===== src/rtl/core/slps_pkg.sv =====
// ----------------------------------------------------------------------------
// slps_pkg
// Types, constants and timing tables shared by the status LED sequencer.
// ----------------------------------------------------------------------------
`default_nettype none

package slps_pkg;

  localparam int unsigned BLINK_W  = 11;  // blink time register width
  localparam int unsigned CYCLE_W  = 13;  // position within a pattern cycle
  localparam int unsigned IN_TDATA_W  = 8;
  localparam int unsigned OUT_TDATA_W = 8;

  typedef enum logic [2:0] {
    PAT_STARTUP    = 3'd0,
    PAT_IDLE       = 3'd1,
    PAT_CONNECTED  = 3'd2,
    PAT_IMU_FAIL   = 3'd3,
    PAT_ADC_FAIL   = 3'd4,
    PAT_MOTOR_FAIL = 3'd5,
    PAT_CLASS_FAIL = 3'd6,
    PAT_WIFI_FAIL  = 3'd7
  } pattern_e;

  typedef enum logic {
    CFG_BLINK_ON  = 1'b0,
    CFG_BLINK_OFF = 1'b1
  } cfg_idx_e;

  localparam logic [BLINK_W-1:0] BLINK_RESET_MS = 11'd500;

  // pulse patterns
  localparam int unsigned PULSE_ON_MS     = 200;
  localparam int unsigned PULSE_PERIOD_MS = 400;
  localparam int unsigned PULSE_MAX       = 4;
  localparam logic [CYCLE_W-1:0] PULSE_ONE_CYCLE_MS  = 13'd2000;
  localparam logic [CYCLE_W-1:0] PULSE_MANY_CYCLE_MS = 13'd2200;

  // SOS: three dots, three dashes, three dots
  localparam int unsigned SOS_MARKS = 9;
  localparam logic [CYCLE_W-1:0] SOS_CYCLE_MS = 13'd6600;
  localparam logic [CYCLE_W-1:0] SOS_START [SOS_MARKS] = '{
    13'd0, 13'd400, 13'd800, 13'd1600, 13'd2400, 13'd3200, 13'd4400, 13'd4800, 13'd5200
  };
  localparam logic [CYCLE_W-1:0] SOS_END [SOS_MARKS] = '{
    13'd200, 13'd600, 13'd1000, 13'd2200, 13'd3000, 13'd3800, 13'd4600, 13'd5000, 13'd5400
  };

  typedef struct packed {
    logic [BLINK_W-1:0] on_ms;
    logic [BLINK_W-1:0] off_ms;
  } cfg_t;

  typedef struct packed {
    pattern_e           pattern;
    logic [CYCLE_W-1:0] cycle_next;
    logic               red;
    logic               green;
    logic               blue;
  } eval_t;

endpackage

`default_nettype wire


===== src/rtl/core/slps_cfg_regs.sv =====
// ----------------------------------------------------------------------------
// slps_cfg_regs
// Blink on/off time registers, written through a plain write port.
// ----------------------------------------------------------------------------
`default_nettype none

module slps_cfg_regs (
  input  wire                               clk_i,
  input  wire                               rst_ni,
  input  wire                               cfg_we_i,
  input  wire                               cfg_idx_i,
  input  wire  [slps_pkg::BLINK_W-1:0]      cfg_wdata_i,
  output slps_pkg::cfg_t                    cfg_o
);
  import slps_pkg::*;

  cfg_t cfg_q, cfg_d;

  always_comb begin
    cfg_d = cfg_q;
    if (cfg_we_i) begin
      case (cfg_idx_e'(cfg_idx_i))
        CFG_BLINK_ON:  cfg_d.on_ms  = cfg_wdata_i;
        CFG_BLINK_OFF: cfg_d.off_ms = cfg_wdata_i;
        default:       cfg_d = cfg_q;
      endcase
    end
  end

  always_ff @(posedge clk_i or negedge rst_ni) begin
    if (!rst_ni) begin
      cfg_q.on_ms  <= BLINK_RESET_MS;
      cfg_q.off_ms <= BLINK_RESET_MS;
    end else begin
      cfg_q <= cfg_d;
    end
  end

  assign cfg_o = cfg_q;

endmodule

`default_nettype wire


===== src/rtl/core/slps_pattern_eval.sv =====
// ----------------------------------------------------------------------------
// slps_pattern_eval
// One tick of the pattern sequencer: latch/restart, lit decode, next position.
// ----------------------------------------------------------------------------
`default_nettype none

module slps_pattern_eval (
  input  wire  [2:0]                     req_i,
  input  slps_pkg::pattern_e             active_i,
  input  wire  [slps_pkg::CYCLE_W-1:0]   cycle_i,
  input  slps_pkg::cfg_t                 cfg_i,
  output slps_pkg::eval_t                eval_o
);
  import slps_pkg::*;

  pattern_e           req;
  pattern_e           pat;
  logic               is_blink;
  logic               restart;
  logic [CYCLE_W-1:0] t;
  logic [CYCLE_W-1:0] on_ext;
  logic [BLINK_W:0]   blink_len;
  logic [CYCLE_W-1:0] len;
  logic [2:0]         pulse_cnt;
  logic               lit_pulse;
  logic               lit_sos;
  logic               lit;
  logic [CYCLE_W:0]   t_inc;

  assign req      = pattern_e'(req_i);
  assign on_ext   = CYCLE_W'(cfg_i.on_ms);
  assign is_blink = (active_i == PAT_STARTUP) || (active_i == PAT_IDLE) ||
                    (active_i == PAT_CONNECTED);
  // blink patterns give way at the end of the lit phase when the request moved
  assign restart  = (cycle_i != '0) && is_blink && (cycle_i == on_ext) && (req != active_i);
  assign pat      = ((cycle_i == '0) || restart) ? req : active_i;
  assign t        = restart ? '0 : cycle_i;

  assign blink_len = {1'b0, cfg_i.on_ms} + {1'b0, cfg_i.off_ms};
  assign pulse_cnt = 3'(pat) - 3'd2;

  always_comb begin
    lit_pulse = 1'b0;
    for (int k = 0; k < PULSE_MAX; k++) begin
      if ((3'(k) < pulse_cnt) &&
          (t >= CYCLE_W'(k * PULSE_PERIOD_MS)) &&
          (t <  CYCLE_W'(k * PULSE_PERIOD_MS + PULSE_ON_MS))) begin
        lit_pulse = 1'b1;
      end
    end
  end

  always_comb begin
    lit_sos = 1'b0;
    for (int i = 0; i < SOS_MARKS; i++) begin
      if ((t >= SOS_START[i]) && (t < SOS_END[i])) begin
        lit_sos = 1'b1;
      end
    end
  end

  always_comb begin
    lit = 1'b0;
    len = SOS_CYCLE_MS;
    case (pat)
      PAT_STARTUP, PAT_IDLE, PAT_CONNECTED: begin
        lit = (t < on_ext);
        len = (blink_len == '0) ? CYCLE_W'(1) : CYCLE_W'(blink_len);
      end
      PAT_IMU_FAIL: begin
        lit = lit_pulse;
        len = PULSE_ONE_CYCLE_MS;
      end
      PAT_ADC_FAIL, PAT_MOTOR_FAIL, PAT_CLASS_FAIL: begin
        lit = lit_pulse;
        len = PULSE_MANY_CYCLE_MS;
      end
      PAT_WIFI_FAIL: begin
        lit = lit_sos;
        len = SOS_CYCLE_MS;
      end
      default: begin
        lit = 1'b0;
        len = SOS_CYCLE_MS;
      end
    endcase
  end

  assign t_inc = {1'b0, t} + 1'b1;

  always_comb begin
    eval_o.pattern    = pat;
    eval_o.cycle_next = (t_inc >= {1'b0, len}) ? '0 : t_inc[CYCLE_W-1:0];
    eval_o.red        = 1'b0;
    eval_o.green      = 1'b0;
    eval_o.blue       = 1'b0;
    if (lit) begin
      case (pat)
        PAT_STARTUP:   eval_o.blue  = 1'b1;
        PAT_IDLE: begin
          eval_o.red   = 1'b1;
          eval_o.green = 1'b1;
        end
        PAT_CONNECTED: eval_o.green = 1'b1;
        default: begin
          eval_o.red  = 1'b1;
          eval_o.blue = 1'b1;
        end
      endcase
    end
  end

endmodule

`default_nettype wire


===== src/rtl/core/status_led_pattern_sequencer.sv =====
// ----------------------------------------------------------------------------
// status_led_pattern_sequencer
// Per-millisecond RGB status pattern generator with two flag indicator LEDs.
// ----------------------------------------------------------------------------
// Each input item is one millisecond tick carrying the requested pattern code
// and the motor and logging flags; each item yields exactly one result item
// with the RGB on-bits and copies of the two flags. Items flow through two
// registers: an input register and a result register, with the pattern
// evaluation (latch, lit decode, cycle position update) in between. The block
// accepts one item per clock cycle while results are taken. An accepted item
// waits in the input register; its result is registered for m_axis in the
// result register. The rate is set by the state update (active pattern and
// cycle position) that each item performs before the next one is evaluated.
// While a result waits, the input register can still take one item; with
// both registers full, s_axis_tready drops until the result is taken. Blink
// times come through the cfg port and take effect on the next evaluated item.
// ----------------------------------------------------------------------------
`default_nettype none

module status_led_pattern_sequencer (
  input  wire                              clk_i,
  input  wire                              rst_ni,
  // configuration write port
  input  wire                              cfg_we_i,
  input  wire                              cfg_idx_i,     // 0 on time, 1 off time (ms)
  input  wire  [slps_pkg::BLINK_W-1:0]     cfg_wdata_i,
  // tick input
  input  wire                              s_axis_tvalid,
  output logic                             s_axis_tready,
  input  wire  [slps_pkg::IN_TDATA_W-1:0]  s_axis_tdata,  // [2:0] requested_pattern,
                                                          // [3] motor_moving,
                                                          // [4] logging_active,
                                                          // [7:5] zero
  // LED result output
  output logic                             m_axis_tvalid,
  input  wire                              m_axis_tready,
  output logic [slps_pkg::OUT_TDATA_W-1:0] m_axis_tdata   // [0] red_on, [1] green_on,
                                                          // [2] blue_on, [3] motor_led,
                                                          // [4] logging_led, [7:5] zero
);
  import slps_pkg::*;

  cfg_t  cfg;
  eval_t eval;

  // input register
  logic               in_vld_q;
  logic [2:0]         in_req_q;
  logic               in_motor_q;
  logic               in_log_q;
  // sequencer state
  pattern_e           active_q, active_d;
  logic [CYCLE_W-1:0] cycle_q, cycle_d;
  // result register
  logic               out_vld_q, out_vld_d;
  logic [4:0]         out_data_q;

  logic out_free;
  logic in_adv;
  logic s_fire;

  // result register can load when empty or being drained this cycle
  assign out_free      = !out_vld_q || m_axis_tready;
  assign in_adv        = in_vld_q && out_free;
  assign s_axis_tready = !in_vld_q || out_free;
  assign s_fire        = s_axis_tvalid && s_axis_tready;

  slps_cfg_regs u_cfg (
    .clk_i       (clk_i),
    .rst_ni      (rst_ni),
    .cfg_we_i    (cfg_we_i),
    .cfg_idx_i   (cfg_idx_i),
    .cfg_wdata_i (cfg_wdata_i),
    .cfg_o       (cfg)
  );

  slps_pattern_eval u_eval (
    .req_i    (in_req_q),
    .active_i (active_q),
    .cycle_i  (cycle_q),
    .cfg_i    (cfg),
    .eval_o   (eval)
  );

  // state advances only when an item moves into the result register
  always_comb begin
    active_d  = in_adv ? eval.pattern    : active_q;
    cycle_d   = in_adv ? eval.cycle_next : cycle_q;
    out_vld_d = in_adv ? 1'b1 : (out_free ? 1'b0 : out_vld_q);
  end

  always_ff @(posedge clk_i or negedge rst_ni) begin
    if (!rst_ni) begin
      in_vld_q  <= 1'b0;
      out_vld_q <= 1'b0;
      active_q  <= PAT_STARTUP;
      cycle_q   <= '0;
    end else begin
      if (s_axis_tready) begin
        in_vld_q <= s_axis_tvalid;
      end
      out_vld_q <= out_vld_d;
      active_q  <= active_d;
      cycle_q   <= cycle_d;
    end
  end

  // payload registers, no reset
  always_ff @(posedge clk_i) begin
    if (s_fire) begin
      in_req_q   <= s_axis_tdata[2:0];
      in_motor_q <= s_axis_tdata[3];
      in_log_q   <= s_axis_tdata[4];
    end
    if (in_adv) begin
      out_data_q <= {in_log_q, in_motor_q, eval.blue, eval.green, eval.red};
    end
  end

  assign m_axis_tvalid = out_vld_q;
  assign m_axis_tdata  = OUT_TDATA_W'(out_data_q);

endmodule

`default_nettype wire


===== config.mk =====
export PLATFORM = sky130hd
export DESIGN_NAME = status_led_pattern_sequencer
export DESIGN_NICKNAME = d
export VERILOG_FILES = /design/src/rtl/core/slps_pkg.sv /design/src/rtl/core/slps_cfg_regs.sv /design/src/rtl/core/slps_pattern_eval.sv /design/src/rtl/core/status_led_pattern_sequencer.sv
export SDC_FILE = /design/constraint.sdc
export NUM_CORES = 1
export LEC_CHECK = 0
export ABC_AREA = 1
export BUFFER_PORTS_ARGS = -buffer_cell sky130_fd_sc_hd__buf_2
export CAP_MARGIN = 10
export CORE_MARGIN = 5
export CORE_UTILIZATION = 60
export DETAILED_ROUTE_END_ITERATION = 10
export GPL_TIMING_DRIVEN = 0
export PLACE_DENSITY = 0.88
export SLEW_MARGIN = 20
export SYNTH_ARGS = -nofsm -noshare
export SYNTH_HDL_FRONTEND = slang
export SYNTH_SLANG_ARGS = --single-unit
export TNS_END_PERCENT = 1

===== constraint.sdc =====
create_clock -name clk_i -period 4.1 [get_ports clk_i]
set_clock_uncertainty 0.15 [all_clocks]
set_input_delay 0.41 -clock clk_i [delete_from_list [all_inputs] [get_ports clk_i]]
set_output_delay 0.41 -clock clk_i [all_outputs]
set_load 0.02 [all_outputs]

# Word level (Yosys, flattened, before mapping)
# Cells that the tools add are included.
[totals]
register_bits = 50
latchBits = 0
ram_bits = 0
mem_bits_ro = 0
inputBits = 25
out_inout_bits = 10
elab_cells = 118
n_memories = 0
[classes]
addsub = 3
mul = 0
div = 0
n_lt_le_gt_ge = 26
n_eq_ne = 11
n_shift = 0
mux = 24
bitwise = 1
n_reduce_logical = 42
[op_table]
columns = ["cell", "count"]
rows = [
  ["13-bit one-hot mux with 4 select lines", 1],
  ["13-bit greater-or-equal comparator, second input constant", 3],
  ["13-bit by 12-bit < comparator with 1-bit output, second input constant", 3],
  ["13-bit < comparator, second input constant", 3],
  ["13-bit by 11-bit greater-or-equal comparator with 1-bit output, second input constant", 2],
  ["13-bit by 12-bit greater-or-equal comparator with 1-bit output, second input constant", 2],
  ["13-bit by 10-bit < comparator with 1-bit output, second input constant", 2],
  ["13-bit 2-to-1 mux", 2],
  ["1-bit logical AND", 22],
  ["1-bit 2-to-1 mux", 18],
  ["13-bit by 1-bit adder with 14-bit output, second input constant", 1],
  ["14-bit by 13-bit greater-or-equal comparator with 1-bit output", 1],
  ["13-bit by 11-bit equality test with 1-bit output", 1],
  ["13-bit by 1-bit greater-or-equal comparator with 1-bit output, second input constant", 1],
  ["13-bit by 10-bit greater-or-equal comparator with 1-bit output, second input constant", 1],
  ["13-bit by 9-bit greater-or-equal comparator with 1-bit output, second input constant", 1],
  ["13-bit zero test", 1],
  ["13-bit by 11-bit < comparator with 1-bit output", 1],
  ["13-bit by 11-bit < comparator with 1-bit output, second input constant", 1],
  ["13-bit by 8-bit < comparator with 1-bit output, second input constant", 1],
  ["13-bit nonzero test", 1],
  ["11-bit by 11-bit adder with 12-bit output", 1],
  ["3-bit equality test, second input constant", 4],
  ["12-bit zero test", 1],
  ["18 further kinds", 32],
]

# Longest topological paths before layout
# Gate-level depths: netlist of run 1.
[logic_depth]
depth_word = 19
ltp_mapped = 33
depth_no_buf = 32

# By module
# A second synthesis of run 1 with hierarchy kept.
[hier_totals]
hier_cells = 689
area_unflattened_um2 = 4809.6
[by_module_without_submodules]
columns = ["module", "instances", "cells_each", "area_per_inst_um2", "seq_area_each_um2"]
rows = [
  ["slps_pattern_eval", 1, 499, 2830.2, 0.0],
  ["status_led_pattern_sequencer", 1, 93, 1089.8, 750.7],
  ["slps_cfg_regs", 1, 97, 889.6, 565.5],
]

# Worst setup path after synthesis of run 1
# No wires, ideal clock.
[synth_path]
kind = "register to register"
from = "register u_cfg.cfg_q (netlist bit u_cfg.cfg_o[11])"
to = "register cycle_q[12]"
setup_time_ns = 0.083
t_arrival_ns = 3.516
t_required_ns = 3.867
setup_slack_ns = 0.351
stages_incl_launch_ff = 28
n_path_buf = 0
period_less_slack_ns = 3.749
path_cell_list = "dfrtp_1 ha_1 fa_1 a31oi_1 o21ai_0 a21oi_1 o21ai_0 xor2_1 nor3_1 a21oi_1 nor2_1 ha_1 inv_1 a21boi_0 o21a_1 o21ai_0 nand2_1 nand2_1 nand2_1 nand2_1 nand2_1 nand2_1 nand2_1 nand3_1 nand2_1 nand2_1 nand2_2 o22ai_2"
[synth_between]
elab_chain_len = 10
elab_cells_between_ends = 23
cone_classes = "add/sub: 2; order compare: 1; eq/ne: 8; mux: 5; reduce/logical: 7"
[synth_rtl]
columns = ["item", "line_no", "text"]
rows = [
  ["start, declared", "slps_cfg_regs.sv:17", "cfg_t cfg_q, cfg_d;"],
  ["start signal, assigned", "slps_cfg_regs.sv:35", "cfg_q <= cfg_d;"],
  ["parallel branches: the longest is 9 deep, another holds 14-bit by 13-bit greater-or-equal comparator with 1-bit output", "--", ""],
  ["13-bit 2-to-1 mux (*)", "slps_pattern_eval.sv:93", "eval_o.cycle_next = (t_inc >= {1'b0, len}) ? '0 : t_inc[CYCLE_W-1:0];"],
  ["end signal, assigned", "status_led_pattern_sequencer.sv:104", "cycle_q <= cycle_d;"],
  ["end, declared", "status_led_pattern_sequencer.sv:53", "logic [CYCLE_W-1:0] cycle_q, cycle_d;"],
]
# Every way passes the cells marked *.
# A chain may end at the register's enable or synchronous reset.

# Worst setup path after layout of run 1
[layout_path]
from = "register u_cfg.cfg_q (netlist bit u_cfg.cfg_o[18])"
to = "register cycle_q[9]"
# The elaborated chain is that of the path after synthesis.

==> impl_metrics.csv, run 1 <==
group,metric,value,unit
grt,grt_remaining_overflow,0,
drt,drc,0,
synthesis,async_flop_share,80.00,%
synthesis,synth-edff-count,10,
run_status,status,"finished, violations left",
run_status,failed_checks,"negative setup slack",
sta,fmax,224.9,MHz
synthesis,avgSynthCellArea,7.112,um^2
sta,setup_viol,13,
setup_path,critPathMaxStageDelay,0.59,ns
setup_path,cp_common_cell,"nand2_1",
clock_network,cts_tree,"yes",
pwr,power_leakage,2.752,nW
grt,track_usage,29.15,%
job,max_cap_violations,0,
clock_network,clockBufferDepth,2,
finish,fin_cells,797,
synthesis,synthDistinctLibCells,49,
drt,drtPass1Iterations,5,
clock_network,cts_root_buf,"clkbuf_8",
floorplanning,die_area,9256,um^2
synthesis,syn_inst,627,
setup_path,r2r-end,"cycle_q[9]",
place,place_congestion,0.9631,
grt,grt_pass1_vias,4394,
sta,post-route-min-period,4.447,ns
floorplanning,die_y,96.21,um
setup_path,worst_setup_path_end_kind,"flip-flop",
sta,finalCritPeriodShare,108.5,%
setup_path,crit_arrival,4.53,ns
setup_path,startpoint_type,"flip-flop",
finish,final_common_cell,"nand2_1",
synthesis,synth_flop_cell,"dfrtp_1",
place,port_buffers,28,
drt,drt_wl_total,14850,um
finish,fillers,501,
setup_path,slowest_stage,"dfstp_2",
finish,area_growth,19.70,%
drt,num_vias,4845,
setup_path,cp-endpoint,"cycle_q[9]",
worst_hold_path,hold_class,"in2async",
grt,grt_max_degree,41,
sta,rsz0062_at_grt,"yes",
setup_path,crit_path_start,"u_cfg.cfg_o[18]",
clock_network,clock_latency,0.32,ns
grt,grt_pass1_wl,20640,um
setup_path,required,4.18,ns
finish,layout.nets,761,
synthesis,syn_area,4459,um^2
place,placed_cell_area,4731,um^2
setup_path,cp_max_fo,8,
clock_network,htree_levels,2,
setup_path,worstSetupPathType,"reg2reg",
sta,slew_headroom,32.84,%
clock_network,cts_inserted_buffers,5,
floorplanning,io-pin-count,35,
setup_path,worst-r2r-cell-count,29,
sta,tightest_slew,1.007,ns
finish,layout_common_cells,"nand2_1, inv_1, o21ai_0, nand3_1, nor2_1",
finish,drive_above_1_share,26.50,%
synthesis,synth_warnings,0,
finish,postLayoutCellArea,5338,um^2
clock_network,cts_sinks,50,
floorplanning,initial_core_util,61.48,%
setup_path,reg2reg_slack,-0.35,ns
pwr,p_per_area,735.2,nW/um^2
sta,drv_slew,0,
setup_path,r2r-start,"u_cfg.cfg_o[18]",
finish,utilization,73.59,%
clock_network,clk_pin_slew_worst_paths,0.11,ns
pwr,ir_drop,0.0004074,V
drt,drtIter0Drc,530,
finish,n_antenna_cell,0,
pwr,power,3.924,mW
synthesis,synth_seq_area_share,29.52,%
synthesis,ys_ff_latch,50,
floorplanning,die_width,96.21,um
sta,worst_slack,-0.3472,ns
drt,antenna_left,0,
drt,wire_per_inst,18.63,um
grt,antenna_found_initial,0,
sta,hold_viol,0,
place,dpl.cell_count,756,
floorplanning,rows,31,
drt,viasPerCell,6.079,
place,dp_hpwl,9305,um
floorplanning,coreArea,7253,um^2
where the power goes:
group | total [mW] | switching [mW] | internal [mW]
sequential | 0.779 | 0.125 | 0.654
clock | 0.316 | 0.192 | 0.124
combinational | 2.83 | 1.78 | 1.05
total | 3.92 | 2.10 | 1.82
worst max-delay path, delay by kind of cell (launching register included):
| family | cells | cell delay (ns) |
|---|---|---|
| DFF | 1 | 0.59 |
| AOI/OAI and AO/OA | 6 | 0.89 |
| adders and majority gates | 2 | 0.42 |
| buffers and inverters | 4 | 0.39 |
| and+or+nand+nor | 17 | 1.93 |
layer usage:
metal  track usage [%]  up-vias  share of wire [%]
met5                 0        -                  0
met1             34.89     2230                 36
met4             15.28        0                7.1
li1                  -     2152                  -
met2             49.97      349                 47
met3             4.691      114                 10
cells in the mapped netlist (all sizes together), types with 2 or more instances:
library cell	number	area share, %
inv	103	8.7
xnor2	6	1.2
ha	38	11
a21oi	22	2.6
edfxtp	10	6.7
a31oi	2	0.28
o21ai	58	6.8
o22ai	6	0.98
a211oi	3	0.51
nand2	178	16
xor2	14	2.7
dfrtp	28	16
nor2	55	6.1
nand3	48	6.2
buf	9	2.0
nand4	9	1.4
nor3	7	1.2
dfstp	12	7.1
o211ai	3	0.62
clkbuf	5	0.42
state kept, by name, indices dropped and copies added (netlist names):
name,flops
in_vld_q,1
m_axis_tvalid,1
in_req_q,3
out_data_q,5
cycle_q,13
u_cfg.cfg_o,22
active_q,3
in_motor_q,1
in_log_q,1
stage by stage:
| stage | setup WS, ns | TNS (ns) | hold slack, ns |
|---|---|---|---|
| final | -0.3472 | -4.074 | 0.07168 |
| after global routing | -0.4499 | -5.515 | 0.1031 |
| after CTS | -0.0005635 | -0.0005635 | 0.09177 |
| after detailed placement | -0.4306 | -4.215 | 0.2637 |
| after global placement | -0.3155 | -2.802 | 0.2534 |
| after floorplan | 0.3512 | 0 | -0.03559 |
logic make-up (layout without fill, tap and decap cells):
| kind of cell | count (synthesis) | count (layout) | synth area share, % |
|---|---|---|---|
| XOR/XNOR | 20 | 20 | 3.928 |
| AO/OA/AOI/OAI | 101 | 101 | 13.02 |
| AND/OR/NAND/NOR | 299 | 299 | 31.26 |
| buffers and inverters | 117 | 186 | 11.08 |
| other | 1 | 3 | 0.08409 |
| adder cells (fa/ha/maj) | 39 | 39 | 11.11 |
| flip-flops | 50 | 50 | 29.52 |
repair_timing:
action / in CTS / in global routing
endpoints found under the hold margin: 0 / 0
setup endpoints to repair: 13 / 13
gates cloned: 0 / 0
buffers inserted: 8 / 25
resized for setup: 14 / 42
pin swaps: 5 / 20
hold buffers: 0 / 0
how the worst min path moves through the flow:
stage                          from  cells past startpoint         endpoint  slack, ns
floorplan                    rst_ni                      0      active_q[0]      -0.04
global placement           in_log_q                      0    out_data_q[4]       0.25
detailed placement         in_log_q                      0    out_data_q[4]       0.26
CTS                          rst_ni                      1  u_cfg.cfg_o[14]       0.09
global route        s_axis_tdata[0]                      1      in_req_q[0]       0.10
finish                       rst_ni                      1   u_cfg.cfg_o[3]       0.07
final cells by class:
| cell class | count | area [um^2] | area share, % |
|---|---|---|---|
| clock buffers | 5 | 68.82 | 1.289 |
| repair buffers | 61 | 391.6 | 7.337 |
| clock inverters | 3 | 22.52 | 0.4219 |
| plain buffers | 14 | 107.6 | 2.016 |
| inverters | 103 | 389.1 | 7.290 |
| flip-flops and latches | 50 | 1318 | 24.68 |
| well taps | 99 | 123.9 | 2.321 |
| multi-input cells | 462 | 2917 | 54.64 |
No activity file was read; power rests on OpenSTA's default activity.
==> run 2, diff against run 1 <==
ABC_AREA = default   (was 1)
==> impl_metrics.csv, run 2 <==
group,metric,value,unit
drt,drtPass1Iterations,6,
pwr,ir_drop,0.0003494,V
finish,fin_cells,595,
clock_network,cts_sinks,50,
synthesis,async_flop_share,80.00,%
floorplanning,coreArea,6719,um^2
place,dpl.cell_count,565,
drt,num_vias,3780,
sta,post-route-min-period,4.541,ns
finish,postLayoutCellArea,4812,um^2
floorplanning,rows,30,
synthesis,syn_area,4111,um^2
finish,utilization,71.62,%
worst_hold_path,hold_class,"in2async",
place,port_buffers,28,
setup_path,r2r-start,"u_cfg.cfg_o[11]",
setup_path,critPathMaxStageDelay,0.43,ns
job,max_cap_violations,0,
setup_path,crit_chain,"ha_2 -> fa_2 -> a21o_1 -> a21oi_2 -> o211ai_1 -> a31o_2 -> a21oi_4 -> xnor2_2 -> nor3_2 -> nand4b_1 -> a21oi_2 -> ha_1 -> nand2b_4 -> a21o_1 -> a21o_1 -> a21o_1 -> a21oi_2 -> o21ai_2 -> a21oi_2 -> o21a_4 -> a41oi_2 -> a31oi_1",
place,dp_worst_setup_slack,-0.9936,ns
finish,area_growth,17.04,%
clock_network,cts_root_buf,"clkbuf_8",
setup_path,crit_path_start,"u_cfg.cfg_o[11]",
pwr,power,3.079,mW
clock_network,htree_levels,2,
place,dp_hpwl,8251,um
setup_path,r2r-end,"cycle_q[12]",
grt,grt_pass1_vias,3902,
run_status,failed_checks,"negative setup slack",
finish,layout_common_cells,"nand2_1, ha_1, buf_2, o21ai_0, dfrtp_1",
place,place_congestion,0.9257,
setup_path,crit_arrival,4.63,ns
sta,tightest_slew,0.9365,ns
place,placed_cell_area,4385,um^2
synthesis,synth_flop_cell,"dfrtp_1",
sta,finalCritPeriodShare,110.8,%
clock_network,cts_inserted_buffers,5,
clock_network,cts_tree,"yes",
grt,grt_max_degree,41,
drt,drtIter0Drc,272,
synthesis,synthDistinctLibCells,61,
grt,use_met3,3.818,%
sta,fmax,220.2,MHz
synthesis,syn_inst,455,
synthesis,synth_warnings,0,
clock_network,clk_pin_slew_worst_paths,0.10,ns
drt,viasPerCell,6.353,
finish,final_common_cell,"nand2_1",
setup_path,cp_max_fo,6,
synthesis,yosysMostFrequentCell,"nand2_1",
grt,met2_usage,48.41,%
synthesis,synth-edff-count,10,
synthesis,yosys.area.top_type,"dfrtp_1",
sta,setup_viol,16,
grt,grt_remaining_overflow,0,
synthesis,avgSynthCellArea,9.036,um^2
clock_network,ctsHoldBuffers,0,
floorplanning,io-pin-count,35,
floorplanning,die_width,92.78,um
drt,wire_per_inst,19.13,um
sta,slew_headroom,37.57,%
sta,worst_slack,-0.4415,ns
pwr,p_per_area,639.8,nW/um^2
finish,n_antenna_cell,0,
run_status,status,"finished, violations left",
setup_path,required,4.19,ns
setup_path,worst-r2r-cell-count,22,
finish,layout.nets,578,
grt,grt_pass1_wl,18840,um
clock_network,clockBufferDepth,2,
drt,drt_wl_total,11380,um
synthesis,yosys-top-cells-area,"dfrtp_1, ha_1, dfstp_2",
grt,met1_usage,33.45,%
synthesis,synth_seq_area_share,32.01,%
sta,drv_slew,0,
setup_path,reg2reg_slack,-0.44,ns
floorplanning,die_area,8608,um^2
clock_network,clock_latency,0.32,ns
floorplanning,initial_core_util,61.19,%
sta,rsz0062_at_grt,"yes",
finish,drive_above_1_share,27.96,%
setup_path,worstSetupPathType,"reg2reg",
setup_path,slowest_stage,"dfrtp_1",
sta,hold_viol,0,
setup_path,startpoint_type,"flip-flop",
synthesis,ys_ff_latch,50,
floorplanning,die_y,92.78,um
sta,setup_tns,-5.789,ns
pwr,power_leakage,2.137,nW
grt,antenna_found_initial,0,
sta,holdWs,0.06030,ns
finish,largest_reg_flops,22,
setup_path,worst_setup_path_end_kind,"flip-flop",
grt,track_usage,27.42,%
drt,drc,0,
drt,antenna_left,0,
synthesis,synth_top_area_share,17.04,%
grt,busiest_layer,"met2",
setup_path,cp-endpoint,"cycle_q[12]",
synthesis,synth_common_cells,"nand2_1, ha_1, o21ai_0",
## run 2: changes by cell type in the layout (fill, tap and decap cells not counted), moves of 12 or more
cell,change
nand2_1,-117
inv_1,-64
nand3_1,-27
o21ai_0,-18
xnor2_1,+17
inv_2,-15
nor2_1,-14
mux2_2,+13
buf_4,-12
## run 2: layout make-up
type	count	area (um^2)
multi-input combinational	359	2748
fill	462	1907
sequential	50	1318
timing repair buffer	50	309.0
buffer	24	145.1
tap	80	100.1
inverter	24	95.09
clock buffer	5	68.82
clock inverter	3	28.78
## run 2: worst min-delay path by stage
stage | startpoint | to | slack [ns] | cells after the start
6_report | rst_ni | cycle_q[9] | 0.06 | 1
5_1_grt | s_axis_tdata[3] | in_motor_q | 0.1 | 1
4_1_cts | rst_ni | active_q[1] | 0.11 | 1
3_5_place_dp | in_log_q | out_data_q[4] | 0.26 | 0
3_3_place_gp | in_motor_q | out_data_q[3] | 0.26 | 0
2_1_floorplan | rst_ni | active_q[0] | -0.04 | 0
## run 2: per-layer routing
layer  vias up  share of wire (%)
met4         0                3.7
met5         -                  0
met2       147                 50
met3        47                5.8
li1       1753                  -
met1      1833                 41
## run 2: timing repair
action	CTS	global route
pin swaps	22	14
gates cloned	1	0
hold endpoints to repair	0	0
setup buffers	17	4
endpoints found under the setup margin	16	16
gates resized for setup	38	2
## run 2: cells by family (layout without fill, tap and decap cells)
group	Yosys count	after routing	share of synthesized area (%)
AND/OR/NAND/NOR	156	156	21.42
AO/OA/AOI/OAI	112	112	17.53
flip-flops	50	50	32.01
buffers and inverters	48	106	5.386
adder cells (fa/ha/maj)	39	39	12.05
XOR/XNOR	29	29	6.178
multiplexers	20	20	5.326
other	1	3	0.09121
## run 2: report_power, final
| part | total (mW) | internal, mW | switching, mW | leakage [nW] |
|---|---|---|---|---|
| clock network | 0.321 | 0.127 | 0.194 | 0.0502 |
| logic | 2.01 | 0.859 | 1.15 | 1.51 |
| registers | 0.751 | 0.641 | 0.110 | 0.576 |
## run 2: critical path: cells and delay by family, from the launching register on
kind	cells	cell delay (ns)
xor gates and xnor gates	1	0.09
AOI/OAI and AO/OA	15	2.51
DFF	1	0.43
adders and majority gates	3	0.84
and+or+nand+nor	3	0.44
